<file path="src/hw/rtl/bba_pkg.sv">
// Shared constants, types and state codes for the bitmap block allocator.
`timescale 1ns / 1ps

package bba_pkg;

    // Bitmap word geometry: one bit per block, WORD_BITS blocks per memory word
    localparam int WORD_BITS = 32;
    localparam int OFF_W     = 5;

    // Block number field width and the span it can express
    localparam int BLOCK_W    = 15;
    localparam int FIELD_SPAN = 32768;

    localparam int DEFAULT_BLOCK_COUNT = 32768;

    // Register decode (byte address bit 2)
    localparam logic REG_ALLOC_START = 1'b0;
    localparam logic REG_FREE_FLOOR  = 1'b1;

    // Command codes
    localparam logic CMD_ALLOC = 1'b0;
    localparam logic CMD_FREE  = 1'b1;

    typedef enum logic [1:0] {
        ST_CLEAR,
        ST_IDLE,
        ST_ALLOC,
        ST_FREE
    } t_state;

    typedef struct packed {
        logic             found;
        logic [OFF_W-1:0] idx;
    } t_scan;

endpackage

</file>
<file path="src/hw/rtl/bba_scan.sv">
// Finds the lowest clear bit of one bitmap word inside the allowed bit window.
`timescale 1ns / 1ps

module bba_scan #(
    parameter int LAST_BITS = bba_pkg::WORD_BITS
) (
    input  logic [bba_pkg::WORD_BITS-1:0] i_word,
    input  logic                          i_first,
    input  logic [bba_pkg::OFF_W-1:0]     i_offset,
    input  logic                          i_last,
    output bba_pkg::t_scan                o_res
);

    logic [bba_pkg::WORD_BITS-1:0] avail;

    // A bit is a candidate when clear, at or above the start offset in the
    // first word, and below the block limit in the last word.
    always_comb begin
        for (int i = 0; i < bba_pkg::WORD_BITS; i++) begin
            avail[i] = !i_word[i]
                     && (!i_first || ((bba_pkg::OFF_W+1)'(i) >= {1'b0, i_offset}))
                     && (!i_last || (i < LAST_BITS));
        end
    end

    always_comb begin
        o_res.found = |avail;
        o_res.idx   = '0;
        for (int i = bba_pkg::WORD_BITS - 1; i >= 0; i--) begin
            if (avail[i]) begin
                o_res.idx = bba_pkg::OFF_W'(i);
            end
        end
    end

endmodule
</file>
<file path="config.mk">
export PLATFORM = sky130hd
export DESIGN_NAME = bba_scan
export DESIGN_NICKNAME = d
export VERILOG_FILES = /design/src/hw/rtl/bba_pkg.sv /design/src/hw/rtl/bba_scan.sv
export SDC_FILE = /design/constraint.sdc
export NUM_CORES = 1
export LEC_CHECK = 0
export BUFFER_PORTS_ARGS = -buffer_cell sky130_fd_sc_hd__clkbuf_2
export CAP_MARGIN = 0
export CORE_AREA = 2 2 54 56
export DETAILED_ROUTE_END_ITERATION = 7
export DIE_AREA = 0 0 56 58
export GPL_TIMING_DRIVEN = 0
export PLACE_DENSITY = 0.83
export SLEW_MARGIN = 20
export SYNTH_ARGS = -nofsm -noshare
export SYNTH_HDL_FRONTEND = slang
export SYNTH_SLANG_ARGS = --single-unit
export TNS_END_PERCENT = 5
</file>
<file path="constraint.sdc">
create_clock -name vclk -period 1.8
set_input_delay 0.09 -clock vclk [all_inputs]
set_output_delay 0.09 -clock vclk [all_outputs]
set_load 0.005 [all_outputs]
</file>
# After elaboration in Yosys (flattened, before gate mapping)
# Index checks and enable logic that the tools add are counted.
# totals
register_bits	0
inputBits	39
out_inout_bits	6
# classes
order_cmp	31
mux	32
reduce_logical	96
# op_table
op	n
2-to-1 mux 5 bit	32
greater-or-equal comparator 5 bit, first input constant	15
greater-or-equal comparator 4 x 5 -> 1 bit, first input constant	8
logical NOT 1 bit	33
OR reduction 32 bit	1
logical AND 1 bit	31
logical OR 1 bit	31
greater-or-equal comparator 3 x 5 -> 1 bit, first input constant	4
greater-or-equal comparator 1 x 5 -> 1 bit, first input constant	2
greater-or-equal comparator 2 x 5 -> 1 bit, first input constant	2

# Longest topological paths before layout
# logic_depth
ltp_word	34
ltp_mapped	9

# Worst setup path before layout
# No wires, ideal clock.
# synth_timing
path_type	input port to output port
from	input i_offset[3] in the netlist's numbering
to	output o_res[2] in the netlist's numbering
arrival_ns	1.360
slack_ns	0.350
stages	6
path_cell_list	buf_6 or4_4 a21oi_2 nor3_2 a2111oi_2 nor2_1
# synth_lines
item	line	source
start: declaration	bba_scan.sv:9	input logic [bba_pkg::OFF_W-1:0] i_offset,
end: declaration	bba_scan.sv:11	output bba_pkg::t_scan o_res

==> results.md <==
- The critical path in this run is classified as input port to output port.
- The required time at the endpoint of the critical path is 1.71 ns.
- The total placed cells including tap cells is 244.
- The kind of path behind the tightest hold check is input port to output port.
- The remaining design rule violation count is 0.
- Counting every instance in the synthesized netlist gives 170.
- The number of global-route vias before repair is 1345.
- The maximum number of pins on one net before global-route repair is 11.
- Sequential cells placed in the final layout were counted as 0.
- By area the synthesized netlist is led by sky130_fd_sc_hd__a21oi_1, sky130_fd_sc_hd__a21o_1, sky130_fd_sc_hd__buf_6.
- Adding up every negative setup slack in the final design gives 0 ns.
- The total global routing track utilization is 22.46%.
- For this run, the number of standard cells in the final layout without fillers is 244.
- The count of yosys warnings during synthesis is 0.
- The internal power of the cells totals 168.7 uW.
- The flow ran to the end, and the final reports show no timing, DRC or antenna violations.
- The via count is 1555.
- After synthesis, the netlist uses 60 different library cells.
- The delay contributed by the slowest stage of the critical path is 0.32 ns.
- Once detail routing completed, the nets flagged for antenna violations numbered 0.
- Once the floorplan was initialized, standard cells occupied 43.89% of the core.
- After detailed routing, the total wire length is 3788 um.
- The clock buffers instantiated in the layout total 0.
- The cell type of the slowest stage on the worst timing path is sky130_fd_sc_hd__a21oi_1.
- The highest attainable clock frequency is 569.7 MHz.
- The number of nets in the finished design is 254.
- The cell leakage power is 0.6383 nW.
- Across the run, the number of max-cap violations was 0.
- Setup repair after global routing could not meet its margin everywhere.
- The sequential group share of total power is 0%.
- The fraction of post-synthesis cell area in the top cell type by area is 6.424%.
- From synthesis to final layout, the design area changed by 29.34%.
- Power spread over the standard cell area amounts to 249.2 nW/um^2.
- Per report_power, the clock group accounts for 0% of the total.
- The switching share of total power is 55.21%.
- The relative slew slack is 76.04%.
- The post-synthesis cell area is 1169 um^2.
- The die is 58 um tall.
- The combinational cell fraction of total power is 100.0%.
- The first global-routing pass estimated 6106 um of wire.
- Summed over all nets, the switching power comes to 207.9 uW.
- The number of logic stages on the critical path including buffering is 9.
- The horizontal die dimension is 56 um.
- The count of endpoints failing hold in the final timing report is 0.
- The net count after synthesis is 209.
- The mean post-synth cell area is 6.874 um^2.
- The first-pass detailed-route iteration total is 4.
- The total area of sequential cells is 0 um^2.
- The capturing element type of the critical path is an output port.
- The number of diodes added for antenna fixing is 0.
- In this design, the largest share of critical-path delay is due to compound AO/OA/AOI/OAI gates.
- The period utilization is 97.52%.
- The floorplan row count is 19.
- At the end of routability-driven placement, the weighted congestion stood at 0.8739.
- The number of endpoints failing setup at the final stage is 0.
- The start point of the critical path is i_offset[4].
- Counting both buffers and inverters, the worst setup path holds a total of 3.
- The boundary pin count is 45.
- Across the VDD grid, the largest voltage drop is 165.7 uV.
- The initial antenna violation count is 0.
- The critical path ends at o_res[0].
- For the pin with the worst max-slew slack, the measured transition is 0.3504 ns.
- Counting I/O delays and the setup requirement, the final critical path takes 1.755 ns.
- Along the worst path, the maximum fanout reaches 10.
- The per-cell via count in the routed design is 6.373.
- For this run the aggregate overflow at the end of global routing stands at 0.
- The routed wirelength normalized by instance count is 15.52 um.
- The post-detailed-placement half-perimeter wirelength is 2931 um.
- The count of routing violations after the opening detailed-route iteration is 60.
- For the worst setup path, the data arrival time is 1.67 ns.
- The share of the Yosys chip area taken by registers is 0%.
- The fraction of the core area covered by cells at the end of the flow is 56.77%.
- The most frequently used cell type in the post-synthesis netlist is sky130_fd_sc_hd__a21oi_1.
- The sort of element at the start of the critical path is an input port.
- In the final layout, the share of cells above drive strength 1 is 43.19%.
- The total power of the final layout is 376.6 uW.
- Walking the worst path, the cells encountered are clkbuf_2, buf_4, a21o_1, a21oi_1, nor2_1, o31ai_2, o21ai_1, o21ai_1, clkbuf_2.
- The final number of max-transition violations was 0.
- Counting instances in the post-synthesis netlist gives the leading cell types as sky130_fd_sc_hd__a21oi_1, sky130_fd_sc_hd__nand2_1, sky130_fd_sc_hd__nor2_1, sky130_fd_sc_hd__a21o_1.
- The die footprint is 3248 um^2.
- The count of buffers inserted at the top-level ports is 43.
- Hold is met by 0.6229 ns.
- Of all cell types, the one taking the most synthesized area is sky130_fd_sc_hd__a21oi_1.
- The fill cell total of the finished layout is 277.
- The placeable core region is 2663 um^2.
## repair_timing
| item | 4_1_cts | 5_1_grt |
|---|---|---|
| resized for setup | 2 | 20 |
| endpoints found under the setup margin | 2 | 6 |
| setup buffers | 0 | 0 |
| hold buffers | 0 | 0 |
| pin swaps | 0 | 4 |
## cell families (layout without fill, tap and decap cells)
logic type               Yosys count  count (layout)  synth area share [%]
adder cells (fa/ha/maj)            1               1                0.8566
AO/OA/AOI/OAI                     89              89                 54.92
AND/OR/NAND/NOR                   60              60                 31.90
buffers and inverters             19              62                 11.46
multiplexers                       1               1                0.8566
## final cells by class
type                            instances  area [um^2]  share of cell area (%)
Buffer                                 14        136.4                   9.023
Tap cell                               31        38.79                   2.566
Inverter                                5        18.77                   1.242
Timing Repair Buffer                   43        215.2                   14.24
Multi-Input combinational cell        151         1102                   72.93
## layout by cell type (no fill, tap or decap), drive strengths merged, types with 2 or more instances in the layout
cell     synthesis  layout
nor2b            2       2
nand2b           2       2
buf             13      13
o22ai            4       4
and3             2       2
nand3            5       5
nand4            2       2
a2111oi          2       2
o31ai            2       2
a21o             9       9
or2              2       2
and4b            2       2
a22oi            2       2
a21oi           19      19
nor4             2       2
nor3b            3       3
a31o             4       4
nand2           12      12
clkbuf           1      44
o21ai           13      13
o211ai           4       4
o21a             6       6
a211oi           3       3
a31oi            8       8
a21boi           3       3
nor2            11      11
and4             3       3
and2             2       2
or4              2       2
nor3             5       5
inv              5       5
## power by group through the flow
stage / Clock [mW] / Sequential, mW / Combinational, mW
3_3_place_gp: 0 / 0 / 0.340
5_1_grt: 0 / 0 / 0.410
4_1_cts: 0 / 0 / 0.346
3_5_place_dp: 0 / 0 / 0.343
6_report: 0 / 0 / 0.377
2_1_floorplan: 0 / 0 / 0.228
## worst min path at each step
stage                     cells past startpoint  startpoint        to
final                                         4   i_word[0]  o_res[0]
after floorplan                               2   i_word[0]  o_res[0]
after global routing                          4   i_word[0]  o_res[0]
after CTS                                     4   i_word[0]  o_res[0]
after global placement                        4   i_word[0]  o_res[0]
after detailed placement                      4   i_word[0]  o_res[0]
## routing by layer
| metal | part of all wire (%) | GRT usage [%] | vias up |
|---|---|---|---|
| met3 | 7.2 | 0.8929 | 2 |
| met5 | 0 | 0 | - |
| met1 | 45 | 32.88 | 706 |
| li1 | - | - | 767 |
| met4 | 0.16 | 2.041 | 0 |
| met2 | 48 | 38.15 | 80 |
## metrics by stage
step,area (um^2),setup slack [ns]
3_5_place_dp,1423,-0.04371
6_report,1511,0.04469
4_1_cts,1429,0.005165
3_3_place_gp,1423,0.003551
2_1_floorplan,1169,0.3502
5_1_grt,1511,-0.03437
Power figures use the tool's default switching activity.
